### config.mk
export PLATFORM = sky130hd
export DESIGN_NAME = waypoint_path_interpolator
export DESIGN_NICKNAME = d
export VERILOG_FILES = /design/src/sv/wpi_pkg.sv /design/src/sv/waypoint_path_interpolator.sv /design/src/sv/wpi_front.sv /design/src/sv/wpi_fifo.sv /design/src/sv/wpi_back.sv
export VERILOG_INCLUDE_DIRS = /design/src /design/src/sv
export SDC_FILE = /design/constraint.sdc
export NUM_CORES = 2
export LEC_CHECK = 0
export ABC_AREA = 1
export BUFFER_PORTS_ARGS = -buffer_cell sky130_fd_sc_hd__clkbuf_2
export CORE_MARGIN = 5
export CORE_UTILIZATION = 47
export CTS_BUF_LIST = sky130_fd_sc_hd__clkbuf_4
export DETAILED_ROUTE_END_ITERATION = 7
export GPL_ROUTABILITY_DRIVEN = 0
export PLACE_DENSITY = 0.59
export SETUP_SLACK_MARGIN = 0.2
export SLEW_MARGIN = 20
export SYNTH_ARGS = -nofsm -noshare
export SYNTH_HDL_FRONTEND = slang
export SYNTH_SLANG_ARGS = --single-unit
### constraint.sdc
create_clock -name clk -period 10.6 [get_ports clk]
set_clock_uncertainty 0.15 [all_clocks]
set_input_delay 1.59 -clock clk [delete_from_list [all_inputs] [get_ports clk]]
set_output_delay 1.59 -clock clk [all_outputs]
set_load 0.005 [all_outputs]
### src/sv/assert_macros.svh
// Assertion helpers for the path interpolator; clk and rst_n must be in scope.
`ifndef ASSERT_MACROS_SVH
`define ASSERT_MACROS_SVH

// Check a property on every rising clock edge outside of reset.
`define ASSERT_ALWAYS(label, prop, msg) \
    label: assert property (@(posedge clk) disable iff (!rst_n) (prop)) else $error(msg);

// Check that an antecedent implies a consequent in the same cycle.
`define ASSERT_IMPLIES(label, ante, cons, msg) \
    label: assert property (@(posedge clk) disable iff (!rst_n) (ante) |-> (cons)) \
        else $error(msg);

`endif

### src/sv/wpi_pkg.sv
package wpi_pkg;

    localparam int SPEED_W   = 16;
    localparam int ELAPSED_W = 19;
    localparam int COORD_W   = 32;
    localparam int SEG_W     = 2;
    localparam int CFG_IDX_W = 2;
    localparam int T_W       = 17;
    localparam int Q_W       = 16;
    localparam int TICKS_W   = 11;
    localparam int RECIP_W   = 22;
    localparam int RECIP_SH  = 32;
    localparam int NUM_W     = ELAPSED_W + 8;
    localparam int PROD_W    = NUM_W + RECIP_W;
    localparam int POS_W     = 35;
    localparam int DELTA_W   = 21;

    localparam int QUEUE_DEPTH_DEF = 4;

    typedef logic signed [COORD_W-1:0] coord_t;
    typedef logic [SEG_W-1:0]          seg_t;

    localparam seg_t SEG_FIRST = 2'd0;
    localparam seg_t SEG_MID   = 2'd1;
    localparam seg_t SEG_LAST  = 2'd2;
    localparam seg_t SEG_NONE  = 2'd3;

    localparam logic [CFG_IDX_W-1:0] CFG_ORIGIN_X = 2'd0;
    localparam logic [CFG_IDX_W-1:0] CFG_ORIGIN_Y = 2'd1;
    localparam logic [CFG_IDX_W-1:0] CFG_ORIGIN_Z = 2'd2;

    localparam logic [1:0] AXIS_X = 2'd0;
    localparam logic [1:0] AXIS_Y = 2'd1;
    localparam logic [1:0] AXIS_Z = 2'd2;

    localparam logic [1:0] DIR_HOLD = 2'd0;
    localparam logic [1:0] DIR_UP   = 2'd1;
    localparam logic [1:0] DIR_DOWN = 2'd2;

    localparam logic [TICKS_W-1:0] TICKS_SHORT = 11'd1200;
    localparam logic [TICKS_W-1:0] TICKS_LONG  = 11'd1500;

    localparam logic [ELAPSED_W-1:0] DQ_SHORT = ELAPSED_W'(1200 * 256);
    localparam logic [ELAPSED_W-1:0] DQ_LONG  = ELAPSED_W'(1500 * 256);

    // floor(2^32 / ticks); the quotient estimate is at most one low
    localparam logic [RECIP_W-1:0] RECIP_SHORT = RECIP_W'(64'd4294967296 / 64'd1200);
    localparam logic [RECIP_W-1:0] RECIP_LONG  = RECIP_W'(64'd4294967296 / 64'd1500);

    localparam logic [T_W-1:0] T_ONE = 17'h10000;

    localparam logic signed [POS_W-1:0] OFF_ZERO    = '0;
    localparam logic signed [POS_W-1:0] OFF_NEG_TEN = -35'sd655360;

    typedef struct packed {
        seg_t                  seg;
        seg_t                  seg_after;
        logic                  wrap;
        logic [ELAPSED_W-1:0]  elapsed;
    } item_t;

    function automatic logic [ELAPSED_W-1:0] seg_dq(input seg_t seg);
        logic [ELAPSED_W-1:0] dq;
        case (seg)
            SEG_LAST: dq = DQ_LONG;
            default:  dq = DQ_SHORT;
        endcase
        return dq;
    endfunction

    function automatic logic [TICKS_W-1:0] seg_ticks(input seg_t seg);
        logic [TICKS_W-1:0] ticks;
        case (seg)
            SEG_LAST: ticks = TICKS_LONG;
            default:  ticks = TICKS_SHORT;
        endcase
        return ticks;
    endfunction

    function automatic logic [RECIP_W-1:0] seg_recip(input seg_t seg);
        logic [RECIP_W-1:0] recip;
        case (seg)
            SEG_LAST: recip = RECIP_LONG;
            default:  recip = RECIP_SHORT;
        endcase
        return recip;
    endfunction

    // Start point of a segment relative to the origin, Q16.16
    function automatic logic signed [POS_W-1:0] seg_start_off(input seg_t seg,
                                                              input logic [1:0] axis);
        logic signed [POS_W-1:0] off;
        off = OFF_ZERO;
        case (seg)
            SEG_MID:  if (axis == AXIS_Z) off = OFF_NEG_TEN;
            SEG_LAST: if (axis == AXIS_X || axis == AXIS_Z) off = OFF_NEG_TEN;
            default:  off = OFF_ZERO;
        endcase
        return off;
    endfunction

    // Travel direction of a segment along an axis; every move spans ten units
    function automatic logic [1:0] seg_dir(input seg_t seg, input logic [1:0] axis);
        logic [1:0] dir;
        dir = DIR_HOLD;
        case (seg)
            SEG_FIRST: if (axis == AXIS_Z) dir = DIR_DOWN;
            SEG_MID:   if (axis == AXIS_X) dir = DIR_DOWN;
            SEG_LAST:  if (axis == AXIS_X || axis == AXIS_Z) dir = DIR_UP;
            default:   dir = DIR_HOLD;
        endcase
        return dir;
    endfunction

endpackage

### src/sv/waypoint_path_interpolator.sv
// An accepted speed word goes into the queue; the back end then takes it through its pop,
// multiply, fix and load steps and pops the next word only after loading this one's output.
// The front end takes words every cycle until the queue (QUEUE_DEPTH words) fills.
// The output register holds a finished word while the back end starts the next one.
// Reset clears elapsed count, segment index, origins, queue and output valid at once;
// there is no clearing pass, and configuration writes are taken in every cycle.
`include "assert_macros.svh"

module waypoint_path_interpolator
    import wpi_pkg::*;
#(
    parameter int QUEUE_DEPTH = QUEUE_DEPTH_DEF
)
(
    input  logic                 clk,
    input  logic                 rst_n,
    input  logic                 in_valid,
    output logic                 in_ready,
    input  logic [SPEED_W-1:0]   speed,
    output logic                 out_valid,
    input  logic                 out_ready,
    output coord_t               pos_x,
    output coord_t               pos_y,
    output coord_t               pos_z,
    output seg_t                 segment,
    input  logic                 cfg_valid,
    output logic                 cfg_ready,
    input  logic [CFG_IDX_W-1:0] cfg_index,
    input  logic [COORD_W-1:0]   cfg_data
);

    localparam int CNT_W = $clog2(QUEUE_DEPTH + 1);

    coord_t           origin_x_reg;
    coord_t           origin_x_next;
    coord_t           origin_y_reg;
    coord_t           origin_y_next;
    coord_t           origin_z_reg;
    coord_t           origin_z_next;

    logic             q_space;
    logic             q_push;
    item_t            push_item;
    logic             q_valid;
    logic             q_pop;
    item_t            pop_item;
    logic [CNT_W-1:0] q_level;

    assign cfg_ready = 1'b1;

    always_comb
    begin
        origin_x_next = origin_x_reg;
        origin_y_next = origin_y_reg;
        origin_z_next = origin_z_reg;
        if (cfg_valid)
        begin
            case (cfg_index)
                CFG_ORIGIN_X: origin_x_next = cfg_data;
                CFG_ORIGIN_Y: origin_y_next = cfg_data;
                CFG_ORIGIN_Z: origin_z_next = cfg_data;
                default:      ; // drop writes past the register list
            endcase
        end
    end

    always_ff @(posedge clk or negedge rst_n)
    begin
        if (!rst_n)
        begin
            origin_x_reg <= '0;
            origin_y_reg <= '0;
            origin_z_reg <= '0;
        end
        else
        begin
            origin_x_reg <= origin_x_next;
            origin_y_reg <= origin_y_next;
            origin_z_reg <= origin_z_next;
        end
    end

    wpi_front u_front (
        .clk      (clk),
        .rst_n    (rst_n),
        .in_valid (in_valid),
        .in_ready (in_ready),
        .speed    (speed),
        .q_space  (q_space),
        .q_push   (q_push),
        .q_item   (push_item)
    );

    wpi_fifo #(
        .DEPTH (QUEUE_DEPTH)
    ) u_fifo (
        .clk       (clk),
        .rst_n     (rst_n),
        .push      (q_push),
        .push_item (push_item),
        .space     (q_space),
        .pop       (q_pop),
        .not_empty (q_valid),
        .pop_item  (pop_item),
        .level     (q_level)
    );

    wpi_back u_back (
        .clk       (clk),
        .rst_n     (rst_n),
        .q_valid   (q_valid),
        .q_pop     (q_pop),
        .q_item    (pop_item),
        .origin_x  (origin_x_reg),
        .origin_y  (origin_y_reg),
        .origin_z  (origin_z_reg),
        .out_valid (out_valid),
        .out_ready (out_ready),
        .pos_x     (pos_x),
        .pos_y     (pos_y),
        .pos_z     (pos_z),
        .segment   (segment)
    );

    `ASSERT_IMPLIES(a_seg_range, out_valid, segment != SEG_NONE, "segment index out of range")
    `ASSERT_ALWAYS(a_level_bound, q_level <= CNT_W'(QUEUE_DEPTH), "queue level past depth")
    `ASSERT_ALWAYS(a_level_step, (q_level == $past(q_level)) || (q_level == $past(q_level) + CNT_W'(1)) || (q_level + CNT_W'(1) == $past(q_level)), "queue level jumped")
    `ASSERT_IMPLIES(a_push_space, in_valid && in_ready, q_level != CNT_W'(QUEUE_DEPTH), "word accepted into a full queue")

endmodule

### src/sv/wpi_front.sv
module wpi_front
    import wpi_pkg::*;
(
    input  logic                clk,
    input  logic                rst_n,
    input  logic                in_valid,
    output logic                in_ready,
    input  logic [SPEED_W-1:0]  speed,
    input  logic                q_space,
    output logic                q_push,
    output item_t               q_item
);

    logic [ELAPSED_W-1:0] elapsed_reg;
    logic [ELAPSED_W-1:0] elapsed_next;
    seg_t                 seg_reg;
    seg_t                 seg_next;

    logic [ELAPSED_W:0]   sum_full;
    logic [ELAPSED_W-1:0] sum;
    seg_t                 seg_cur;
    seg_t                 seg_after;
    logic                 wrap;
    logic                 accept;

    assign in_ready = q_space;
    assign accept   = in_valid && q_space;
    assign q_push   = accept;

    always_comb
    begin
        sum_full = {1'b0, elapsed_reg} + (ELAPSED_W + 1)'(speed);
        sum      = sum_full[ELAPSED_W-1:0];
        seg_cur  = (seg_reg == SEG_NONE) ? SEG_FIRST : seg_reg;
        wrap     = (sum >= seg_dq(seg_cur));
        if (!wrap)
            seg_after = seg_cur;
        else if (seg_cur == SEG_LAST)
            seg_after = SEG_FIRST;
        else
            seg_after = seg_cur + SEG_W'(1);

        q_item.seg       = seg_cur;
        q_item.seg_after = seg_after;
        q_item.wrap      = wrap;
        q_item.elapsed   = sum;

        elapsed_next = elapsed_reg;
        seg_next     = seg_reg;
        if (accept)
        begin
            // clear the count when the segment end is reached
            elapsed_next = wrap ? '0 : sum;
            seg_next     = seg_after;
        end
    end

    always_ff @(posedge clk or negedge rst_n)
    begin
        if (!rst_n)
        begin
            elapsed_reg <= '0;
            seg_reg     <= SEG_FIRST;
        end
        else
        begin
            elapsed_reg <= elapsed_next;
            seg_reg     <= seg_next;
        end
    end

endmodule

### src/sv/wpi_fifo.sv
module wpi_fifo
    import wpi_pkg::*;
#(
    parameter int DEPTH = QUEUE_DEPTH_DEF
)
(
    input  logic                       clk,
    input  logic                       rst_n,
    input  logic                       push,
    input  item_t                      push_item,
    output logic                       space,
    input  logic                       pop,
    output logic                       not_empty,
    output item_t                      pop_item,
    output logic [$clog2(DEPTH+1)-1:0] level
);

    localparam int PTR_W = $clog2(DEPTH);
    localparam int CNT_W = $clog2(DEPTH + 1);

    item_t            entries [DEPTH];
    logic [PTR_W-1:0] wr_ptr_reg;
    logic [PTR_W-1:0] wr_ptr_next;
    logic [PTR_W-1:0] rd_ptr_reg;
    logic [PTR_W-1:0] rd_ptr_next;
    logic [CNT_W-1:0] count_reg;
    logic [CNT_W-1:0] count_next;
    logic             do_push;
    logic             do_pop;

    assign space     = (count_reg != CNT_W'(DEPTH));
    assign not_empty = (count_reg != '0);
    assign do_push   = push && space;
    assign do_pop    = pop && not_empty;
    assign pop_item  = entries[rd_ptr_reg];
    assign level     = count_reg;

    always_comb
    begin
        wr_ptr_next = wr_ptr_reg;
        rd_ptr_next = rd_ptr_reg;
        count_next  = count_reg;
        if (do_push)
            wr_ptr_next = (wr_ptr_reg == PTR_W'(DEPTH - 1)) ? '0 : wr_ptr_reg + PTR_W'(1);
        if (do_pop)
            rd_ptr_next = (rd_ptr_reg == PTR_W'(DEPTH - 1)) ? '0 : rd_ptr_reg + PTR_W'(1);
        if (do_push && !do_pop)
            count_next = count_reg + CNT_W'(1);
        else if (do_pop && !do_push)
            count_next = count_reg - CNT_W'(1);
    end

    always_ff @(posedge clk)
    begin
        if (do_push)
            entries[wr_ptr_reg] <= push_item;
    end

    always_ff @(posedge clk or negedge rst_n)
    begin
        if (!rst_n)
        begin
            wr_ptr_reg <= '0;
            rd_ptr_reg <= '0;
            count_reg  <= '0;
        end
        else
        begin
            wr_ptr_reg <= wr_ptr_next;
            rd_ptr_reg <= rd_ptr_next;
            count_reg  <= count_next;
        end
    end

endmodule

### src/sv/wpi_back.sv
module wpi_back
    import wpi_pkg::*;
(
    input  logic   clk,
    input  logic   rst_n,
    input  logic   q_valid,
    output logic   q_pop,
    input  item_t  q_item,
    input  coord_t origin_x,
    input  coord_t origin_y,
    input  coord_t origin_z,
    output logic   out_valid,
    input  logic   out_ready,
    output coord_t pos_x,
    output coord_t pos_y,
    output coord_t pos_z,
    output seg_t   segment
);

    typedef enum logic [3:0] {
        B_IDLE = 4'b0001,
        B_MUL  = 4'b0010,
        B_FIX  = 4'b0100,
        B_OUT  = 4'b1000
    } back_state_t;

    back_state_t        state_reg;
    back_state_t        state_next;
    item_t              item_reg;
    item_t              item_next;
    logic [PROD_W-1:0]  prod_reg;
    logic [PROD_W-1:0]  prod_next;
    logic [T_W-1:0]     t_reg;
    logic [T_W-1:0]     t_next;
    logic               out_valid_reg;
    logic               out_valid_next;
    coord_t             pos_x_reg;
    coord_t             pos_x_next;
    coord_t             pos_y_reg;
    coord_t             pos_y_next;
    coord_t             pos_z_reg;
    coord_t             pos_z_next;
    seg_t               segment_reg;
    seg_t               segment_next;

    logic [NUM_W-1:0]   num;
    logic [Q_W-1:0]     q_est;
    logic [TICKS_W-1:0] divisor;
    logic [NUM_W-1:0]   rem;
    logic [T_W-1:0]     q_fix;
    logic [DELTA_W-1:0] delta;
    logic               out_load;

    function automatic coord_t axis_pos(input coord_t origin, input seg_t seg,
                                        input logic [1:0] axis,
                                        input logic [DELTA_W-1:0] dmag);
        logic signed [POS_W-1:0] sum;
        logic signed [POS_W-1:0] dsig;
        logic [1:0]              dir;
        coord_t                  res;
        dir = seg_dir(seg, axis);
        case (dir)
            DIR_UP:   dsig = POS_W'($signed({1'b0, dmag}));
            DIR_DOWN: dsig = -POS_W'($signed({1'b0, dmag}));
            default:  dsig = '0;
        endcase
        sum = POS_W'(origin) + seg_start_off(seg, axis) + dsig;
        // saturate to the 32-bit range
        if (sum[POS_W-1] && !(&sum[POS_W-2:COORD_W-1]))
            res = {1'b1, {(COORD_W - 1){1'b0}}};
        else if (!sum[POS_W-1] && (|sum[POS_W-2:COORD_W-1]))
            res = {1'b0, {(COORD_W - 1){1'b1}}};
        else
            res = sum[COORD_W-1:0];
        return res;
    endfunction

    assign q_pop     = (state_reg == B_IDLE) && q_valid;
    assign out_load  = (state_reg == B_OUT) && (!out_valid_reg || out_ready);
    assign out_valid = out_valid_reg;
    assign pos_x     = pos_x_reg;
    assign pos_y     = pos_y_reg;
    assign pos_z     = pos_z_reg;
    assign segment   = segment_reg;

    always_comb
    begin
        num       = {item_reg.elapsed, 8'b0};
        divisor   = seg_ticks(item_reg.seg);
        prod_next = PROD_W'(num) * PROD_W'(seg_recip(item_reg.seg));
        q_est     = prod_reg[RECIP_SH +: Q_W];
        // estimate is exact or one low: fix with a single compare
        rem       = num - NUM_W'(NUM_W'(q_est) * NUM_W'(divisor));
        q_fix     = (rem >= NUM_W'(divisor)) ? T_W'(q_est) + T_W'(1) : T_W'(q_est);
        t_next    = item_reg.wrap ? T_ONE : q_fix;
        // ten units per full segment: t*10
        delta     = DELTA_W'({t_reg, 3'b0}) + DELTA_W'({t_reg, 1'b0});

        pos_x_next   = axis_pos(origin_x, item_reg.seg, AXIS_X, delta);
        pos_y_next   = axis_pos(origin_y, item_reg.seg, AXIS_Y, delta);
        pos_z_next   = axis_pos(origin_z, item_reg.seg, AXIS_Z, delta);
        segment_next = item_reg.seg_after;

        item_next  = q_pop ? q_item : item_reg;
        state_next = state_reg;
        case (state_reg)
            B_IDLE:  if (q_valid) state_next = B_MUL;
            B_MUL:   state_next = B_FIX;
            B_FIX:   state_next = B_OUT;
            B_OUT:   if (out_load) state_next = B_IDLE;
            default: state_next = B_IDLE;
        endcase

        if (out_load)
            out_valid_next = 1'b1;
        else if (out_ready)
            out_valid_next = 1'b0;
        else
            out_valid_next = out_valid_reg;
    end

    always_ff @(posedge clk)
    begin
        item_reg <= item_next;
        if (state_reg == B_MUL)
            prod_reg <= prod_next;
        if (state_reg == B_FIX)
            t_reg <= t_next;
        if (out_load)
        begin
            pos_x_reg   <= pos_x_next;
            pos_y_reg   <= pos_y_next;
            pos_z_reg   <= pos_z_next;
            segment_reg <= segment_next;
        end
    end

    always_ff @(posedge clk or negedge rst_n)
    begin
        if (!rst_n)
        begin
            state_reg     <= B_IDLE;
            out_valid_reg <= 1'b0;
        end
        else
        begin
            state_reg     <= state_next;
            out_valid_reg <= out_valid_next;
        end
    end

endmodule

==> metrics.cfg <==
[logic_synthesis]
ys.flop_type=edfxtp_1
seq_area_frac_synth=0.287
syn_inst=4214
synth_top_area_share=0.206
synth_area_per_cell_um2=8.89
netlist_area_um2=37500
synth_edf_count=251
synth_cell_types=52
yosys-top-cells-area=fa_1 21%, edfxtp_1 20%, ha_1 14%
synth.yosys.warnings=0
ys_seq_elements=380
yosys.area.top_type=fa_1
synth-async-reset-ratio=0.339

[finish]
final_cell_mix=911 x inv_1, 737 x nand2_1, 417 x ha_1
final_util=0.516
nets=5267
largest_register=u_fifo.entries
largest_reg_flops=96
final_common_cell=inv_1
drive_gt1_frac=0.0909
syn2layout_area_growth_pct=8.86

[die]
rows=103
initial_core_util=0.474
core_um2=79000
die_w_um=292
die_area_um2=85500
io_pins=156
die_y_um=292

[routing]
drc=0
ant_nets=0
vias_per_cell=5.06
wirelength_um=95800
drtIter0Drc=1761
dr.pass1.iters=5
vias=28100
wl_per_cell_um=17.3

[setup_path]
crit_top_cell=inv_1
worstSetupStartpointType=register
worstRegToRegCells=27
path_max_fanout=42
cp_top_family=adder cells
rrSetupSlack_ns=3.03
crit_path_max_incr_delay_ns=0.85
crit_cells=27
crit_slowest_cell=ha_2
crit_type=reg -> reg
r2r_start=u_back.item_reg[22]
reg2reg_to=u_back.t_reg[15]
required_ns=11.01
arrival_ns=7.97
end_kind=register
path_buf_inv=5

[clock_tree]
cts_hold_buf=0
ctsRootBufferMaster=clkbuf_4
cts_resized=0
cts_tree=built
htree_levels=3
clock_latency_ns=0.95
cts_setup_buffers=0
cts_buffers=101
cts_sinks=380
clk_pin_slew_ns=0.06
cts_buffer_depth=3

[place]
io_buffers=154
dp_hpwl_um=78600

[global_routing]
grt_pass1_wl_um=154000
grt_max_degree=73
grt_use_total=0.224
grt_overflow=0
grt_antenna_before_repair=3
grt_pass1_vias=28400

[sta]
finalSetupViolations=0
relSlewSlack=0.325
fin_crit_sh=0.714
rsz0062_at_grt=no
final_hold_viol_count=0
min_period_ns=7.57
fmax_mhz=132
worstMarginPinSlew_ns=1.01
slew_violations=0
setup_tns_ns=0

[run]
drv_cap=0

[worst_hold_path]
hold_path_startpoint=u_back.segment_next[0]
min_path_type=reg -> reg
worstHoldPathCells=0
holdPathEnd=u_back.segment[0]

[outcome]
status=completed

how the worst max path moves through the flow:
stage | start | slack (ns) | endpoint
after floorplan | u_back.item_reg[22] | 3.80 | u_back.t_reg[16]
after global placement | u_back.item_reg[22] | 3.17 | u_back.prod_reg[47]
after detailed placement | u_back.item_reg[22] | 3.05 | u_back.prod_reg[47]
after CTS | u_back.item_reg[22] | 3.08 | u_back.t_reg[15]
after global routing | u_back.item_reg[22] | 2.49 | u_back.t_reg[1]
final | u_back.item_reg[22] | 3.03 | u_back.t_reg[15]
cells in the mapped netlist (4+ instances only):
| cell type | n |
|---|---|
| a21boi_0 | 14 |
| a21o_1 | 16 |
| a21oi_1 | 253 |
| a21oi_2 | 6 |
| a31oi_1 | 8 |
| and2_1 | 8 |
| buf_1 | 5 |
| buf_2 | 7 |
| buf_6 | 11 |
| clkbuf_1 | 65 |
| dfrtp_1 | 128 |
| edfxtp_1 | 251 |
| fa_1 | 386 |
| ha_1 | 418 |
| inv_1 | 911 |
| inv_2 | 4 |
| nand2_1 | 737 |
| nand2_2 | 9 |
| nand3_1 | 122 |
| nand3_2 | 5 |
| nand3b_1 | 6 |
| nand4_1 | 36 |
| nor2_1 | 253 |
| nor2_2 | 5 |
| nor2_4 | 4 |
| nor3_1 | 38 |
| nor4_1 | 16 |
| o2111ai_1 | 4 |
| o21ai_0 | 257 |
| o21ai_1 | 14 |
| o21bai_1 | 16 |
| o22ai_1 | 25 |
| or2_2 | 5 |
| xnor2_1 | 53 |
| xor2_1 | 90 |
layer usage:
metal	track usage	wire length (um)
met1	0.316	43500
met2	0.370	45400
met3	0.0322	4750
met4	0.0546	2160
met5	0	0
area by class of cell:
type | instances | area (um2)
antenna | 6 | 15.0
fill | 7556 | 38200
timing repair buffer | 176 | 942
clock buffer | 165 | 1240
clock inverter | 27 | 178
sequential | 380 | 10800
inverter | 917 | 3440
multi-input combinational | 2832 | 22900
tap | 1050 | 1310
through the flow:
step           cell area [um2]  hold WS [ns]  std cells  setup WS [ns]
3_3_place_gp             39400         0.262       5355           3.17
5_1_grt                  40800         0.303       5550           2.49
2_1_floorplan            37500         0.250       4220           3.80
6_report                 40800         0.275       5553           3.03
4_1_cts                  40800         0.276       5547           3.08
3_5_place_dp             39400         0.261       5355           3.05
kinds of logic (layout without fill, tap and decap cells):
| kind of cell | Yosys count | in the layout | synth area share |
|---|---|---|---|
| AOI/OAI and AO/OA | 627 | 627 | 0.0900 |
| xor gates and xnor gates | 144 | 144 | 0.0339 |
| adders and majority gates | 804 | 804 | 0.346 |
| buffers and inverters | 1008 | 1285 | 0.104 |
| DFF | 380 | 380 | 0.287 |
| muxes | 1 | 1 | 0.000300 |
| other | 2 | 14 | 0.000200 |
| and+or+nand+nor | 1248 | 1248 | 0.139 |
Power is left out: the tool's default activity adds up to more than one toggle a clock period on the data nets, which glitch-free logic cannot reach.
